File: src/hw/rtl/cwp_pkg.sv
package cwp_pkg;

   localparam int MAX_GRID_COLS = 64;
   localparam int MAX_GRID_ROWS = 64;
   localparam int MAX_MAP_DIM   = 4096;

   localparam logic [1:0] CSR_MAP_WIDTH     = 2'd0;
   localparam logic [1:0] CSR_MAP_HEIGHT    = 2'd1;
   localparam logic [1:0] CSR_GRID_STEP     = 2'd2;
   localparam logic [1:0] CSR_WINDOW_RADIUS = 2'd3;

   localparam logic       OP_LOAD  = 1'b0;
   localparam logic       OP_FETCH = 1'b1;

   localparam logic [7:0] OCCUPIED_VALUE = 8'd100;

   typedef struct packed {
      logic        op;
      logic [11:0] pixel_col;
      logic [11:0] pixel_row;
      logic        is_free;
      logic        is_occupied;
   } cmd_type;

endpackage

File: src/hw/rtl/cwp_front.sv
module cwp_front
   import cwp_pkg::*;
(
   input  logic          clock,
   input  logic          reset,
   input  logic          req_valid,
   output logic          req_stall,
   input  logic          req_op,
   input  logic [11:0]   req_pixel_col,
   input  logic [11:0]   req_pixel_row,
   input  logic [7:0]    req_cell_value,
   output logic          q_valid,
   input  logic          q_pop,
   output cmd_type       q_cmd
);

   cmd_type q_ff [2];
   logic    wr_ptr_ff, wr_ptr_in;
   logic    rd_ptr_ff, rd_ptr_in;
   logic [1:0] cnt_ff, cnt_in;
   logic    push;
   cmd_type cmd;

   assign req_stall = (cnt_ff == 2'd2);
   assign push      = req_valid && !req_stall;
   assign q_valid   = (cnt_ff != 2'd0);
   assign q_cmd     = q_ff[rd_ptr_ff];

   always_comb begin
      cmd.op          = req_op;
      cmd.pixel_col   = req_pixel_col;
      cmd.pixel_row   = req_pixel_row;
      cmd.is_free     = (req_cell_value == 8'd0);
      cmd.is_occupied = (req_cell_value == OCCUPIED_VALUE);
      wr_ptr_in = push ? ~wr_ptr_ff : wr_ptr_ff;
      rd_ptr_in = q_pop ? ~rd_ptr_ff : rd_ptr_ff;
      cnt_in    = cnt_ff + {1'b0, push} - {1'b0, q_pop};
   end

   always_ff @(posedge clock) begin
      if (reset) begin
         wr_ptr_ff <= 1'b0;
         rd_ptr_ff <= 1'b0;
         cnt_ff    <= 2'd0;
      end else begin
         wr_ptr_ff <= wr_ptr_in;
         rd_ptr_ff <= rd_ptr_in;
         cnt_ff    <= cnt_in;
      end
      if (push) begin
         q_ff[wr_ptr_ff] <= cmd;
      end
   end

endmodule

File: config.mk
export PLATFORM = sky130hd
export DESIGN_NAME = cwp_front
export DESIGN_NICKNAME = d
export VERILOG_FILES = /design/src/hw/rtl/cwp_pkg.sv /design/src/hw/rtl/cwp_front.sv
export SDC_FILE = /design/constraint.sdc
export NUM_CORES = 1
export LEC_CHECK = 0
export ABC_AREA = 1
export BUFFER_PORTS_ARGS = -buffer_cell sky130_fd_sc_hd__buf_2
export CORE_MARGIN = 4
export CORE_UTILIZATION = 51
export CTS_CLUSTER_SIZE = 24
export DETAILED_ROUTE_END_ITERATION = 8
export PLACE_DENSITY = 0.78
export REMOVE_ABC_BUFFERS = 1
export SYNTH_ARGS = -nofsm -noshare
export SYNTH_HDL_FRONTEND = slang
export SYNTH_SLANG_ARGS = --single-unit
export TNS_END_PERCENT = 50
File: constraint.sdc
create_clock -name clock -period 3 [get_ports clock]
set_input_delay 0.6 -clock clock [delete_from_list [all_inputs] [get_ports clock]]
set_output_delay 0.6 -clock clock [all_outputs]
set_load 0.01 [all_outputs]
==> results summary <==
The run finished with clean final reports. The worst-case vdd ir drop came out at 379 µV. For this run, the leading register cell type out of synthesis is sky130_fd_sc_hd__edfxtp_1. The fraction of registers with async set/reset is 0. The tightest slew margin relative to the limit came out at 0.454.

The final clock period utilization by the worst path came out at 0.781. The maximum fanout along the worst path is 27. Across every metal layer, demand over resource in global routing totals 0.133.

The mean post-synth cell area came out at 18.5 µm². The number of maximum-capacitance constraint violations is 0. The number of ports placed on the die boundary came out at 66.

The maximum root-to-sink buffer count is 2. Setup repair after global routing left no endpoint under its margin. The signal on the critical path passes through mux2_2, buf_2. The total half-perimeter wirelength after legalization and detailed placement came out at 2620 µm. The leftover overflow at the end of global routing came out at 0. After detailed routing, the total wire length is 3620 µm. The kind of launch point of the worst setup path is a flop. The total negative slack for setup checks came out at 0 ns. The area of the multi-input gates came out at 523 µm². On the critical path the largest part of the delay comes from flip-flops.

The number of pins exceeding their max-slew limit in the final report is 0. The cell count after synthesis came out at 126. The netlist area before placement is 2330 µm². Clock-pin slew was measured on the worst setup and hold paths at 0.06 ns. TritonCTS built the clock tree. The number of inserted diodes came out at 0. The floorplan step defined a die boundary enclosing 5710 µm². The final antenna-violating net count came out at 0.

The critical path class is flop to output pin. The number of H-tree branching levels is 3. The library cell with the largest summed area after synthesis is sky130_fd_sc_hd__edfxtp_1. Of the post-synthesis cell area, the dominant cell type holds 0.697.

The transition time at the pin with the least slew margin came out at 0.818 ns. The total via count in the routed design is 1238. The number of hold violations in the final report is 0. The top achievable clock speed came out at 0.427 GHz. The number of synthesized flops with an enable pin is 54. The layout has 324 filler cells. The initial utilization of the core area, before any placement, comes to 0.531. The required time of the critical path is 2.40 ns.

Measured on the finished design, the core utilization comes to 0.646. The routed wire length per instance came out at 14.1 µm. The combined flip-flop and latch cell area is 1720 µm².

The delay of the slowest critical-path stage came out at 0.86 ns. The largest net degree at the start of global routing is 28. The detailed router's first-iteration violation count is 41. By count the netlist is led by 54 x sky130_fd_sc_hd__edfxtp_1, 20 x sky130_fd_sc_hd__mux2_4, 9 x sky130_fd_sc_hd__inv_1, 9 x sky130_fd_sc_hd__nor2_1, 8 x sky130_fd_sc_hd__nand2_1. At the end of the flow, the number of nets in the layout was 240.

The number of buffers created by CTS is 9. The final period demand of the worst path is 2.34 ns. The share of cells above drive strength 1 came out at 0.532.

The buffer count from post-CTS setup fixing is 0. The core footprint came out at 4380 µm². The die extent in y came out at 75.6 µm. The area added between synthesis and finish came out at 21.8%.

The worst clock skew came out at 0.00433 ns. Counting every sink on the clock net gives 59. The number of buffer and inverter instances along the worst setup path came out at 1. The initial antenna violation count came out at 0. The flip-flop and latch count after synthesis is 59. The number of endpoints failing setup at the final stage is 0. The number of global-route vias before repair is 1238.

The most frequently used cell type in the post-synthesis netlist is sky130_fd_sc_hd__edfxtp_1. The class of the tightest hold or removal check is input port to flop. The number of buffers added on ports came out at 65. The slowest cell on the critical path is sky130_fd_sc_hd__dfxtp_2.

For the worst setup path, the data arrival time is 1.74 ns. After synthesis, the netlist uses 16 different library cells. The number of remaining DRC errors is 0. The register area share after synthesis is 0.740. The final RePlAce weighted congestion came out at 0.694.

The number of warnings reported in the yosys synthesis log is 0. The leakage power figure is 1.18 nW. The critical path capture point type is an output pin. The cts-stage hold buffer count came out at 0. The first global-routing pass estimated 5240 µm of wire. The number of gates given a new drive strength after cts is 0. The die is 75.6 µm wide. Sorting the synthesized cells by area gives the leading types as sky130_fd_sc_hd__edfxtp_1 70%, sky130_fd_sc_hd__mux2_4 13%, sky130_fd_sc_hd__dfxtp_1 4.3%.

The first detailed-routing pass ran for 4 iterations. In this run the clock root is driven by a sky130_fd_sc_hd__clkbuf_8. The power density of the placed cells came out at 649 nW/µm².

The via count normalized by instance count came out at 4.82. The number of cell rows came out at 24. The clock network latency to the later pin of the worst-skew pair came out at 0.32 ns.
-- per-stage QoR --
stage	hold WS [ns]	setup WS, ns	instances	instance area, µm²	total power [W]
after floorplan	0.475	0.774	123	2280	0.00120
after global placement	0.497	0.999	242	2690	0.00130
after detailed placement	0.513	0.959	242	2690	0.00132
after CTS	0.452	0.601	257	2830	0.00187
after global routing	0.450	0.555	257	2830	0.00193
final	0.470	0.656	257	2830	0.00184
-- cell type report --
| type | count | area share |
|---|---|---|
| Multi-Input combinational cell | 55 | 0.185 |
| Tap cell | 52 | 0.0230 |
| Sequential cell | 59 | 0.608 |
| Clock inverter | 5 | 0.00751 |
| Clock buffer | 10 | 0.0450 |
| Inverter | 9 | 0.0119 |
| Timing Repair Buffer | 67 | 0.120 |
-- report_power, final --
| group | internal (W) | total [W] | switching (W) |
|---|---|---|---|
| sequential | 0.000982 | 0.00102 | 0.0000365 |
| clock | 0.000283 | 0.000549 | 0.000266 |
| combinational | 0.000142 | 0.000273 | 0.000131 |
| total | 0.00141 | 0.00184 | 0.000434 |
-- state kept, by name, summed over array words and instances (netlist names), named ones only --
register and flops:
rd_ptr_ff 1, wr_ptr_ff 1, cnt_ff 2, q_ff 54
-- cell families (layout without fill, tap and decap cells) --
kind of cell	after synthesis	count (layout)	share of synthesized area
buffers and inverters	12	91	0.0366
adders and majority gates	2	2	0.0108
DFF	59	59	0.740
muxes	27	27	0.163
AOI/OAI and AO/OA	2	2	0.00430
xor gates and xnor gates	1	1	0.00376
and+or+nand+nor	23	23	0.0419
-- layout by cell type (no fill, tap or decap), types with 3 or more instances in the layout --
master / count
sky130_fd_sc_hd__buf_2: 65
sky130_fd_sc_hd__clkbuf_8: 9
sky130_fd_sc_hd__clkinv_1: 3
sky130_fd_sc_hd__dfxtp_1: 4
sky130_fd_sc_hd__edfxtp_1: 54
sky130_fd_sc_hd__inv_1: 9
sky130_fd_sc_hd__mux2_2: 7
sky130_fd_sc_hd__mux2_4: 20
sky130_fd_sc_hd__nand2_1: 8
sky130_fd_sc_hd__nor2_1: 8
-- worst register-to-register path, stage by stage (launching register included) --
cell and delay, ns:
sky130_fd_sc_hd__dfxtp_1 0.33, sky130_fd_sc_hd__inv_1 0.06, sky130_fd_sc_hd__nand2_1 0.13, sky130_fd_sc_hd__nand2_1 0.12, sky130_fd_sc_hd__ha_1 0.29, sky130_fd_sc_hd__inv_1 0.04
sky130_fd_sc_hd__ha_1 0.18, sky130_fd_sc_hd__inv_1 0.05, sky130_fd_sc_hd__nand2_1 0.06, sky130_fd_sc_hd__a21oi_1 0.15, sky130_fd_sc_hd__nor2_1 0.07
-- final timing paths --
| check | slack [ns] | to | depth (start not counted) | from |
|---|---|---|---|---|
| min reg2reg | 0.52 | rd_ptr_ff$_SDFFE_PP0P_ | 2 | rd_ptr_ff$_SDFFE_PP0P_ |
| max | 0.66 | q_cmd[2] | 2 | flop |
| max reg2reg | 1.40 | cnt_ff[1]$_SDFF_PP0_ | 10 | cnt_ff[0]$_SDFF_PP0_ |
| min | 0.47 | q_ff[1][3]$_DFFE_PP_ | 1 | req_pixel_row[1] |
-- metal layers --
layer | vias up | global-route usage | part of all wire
li1 | 613 | - | -
met1 | 572 | 0.120 | 0.36
met2 | 47 | 0.237 | 0.53
met3 | 6 | 0.0515 | 0.094
met4 | 0 | 0.101 | 0.018
met5 | - | 0 | 0
Note: power is estimated with default switching activity, not from simulation.
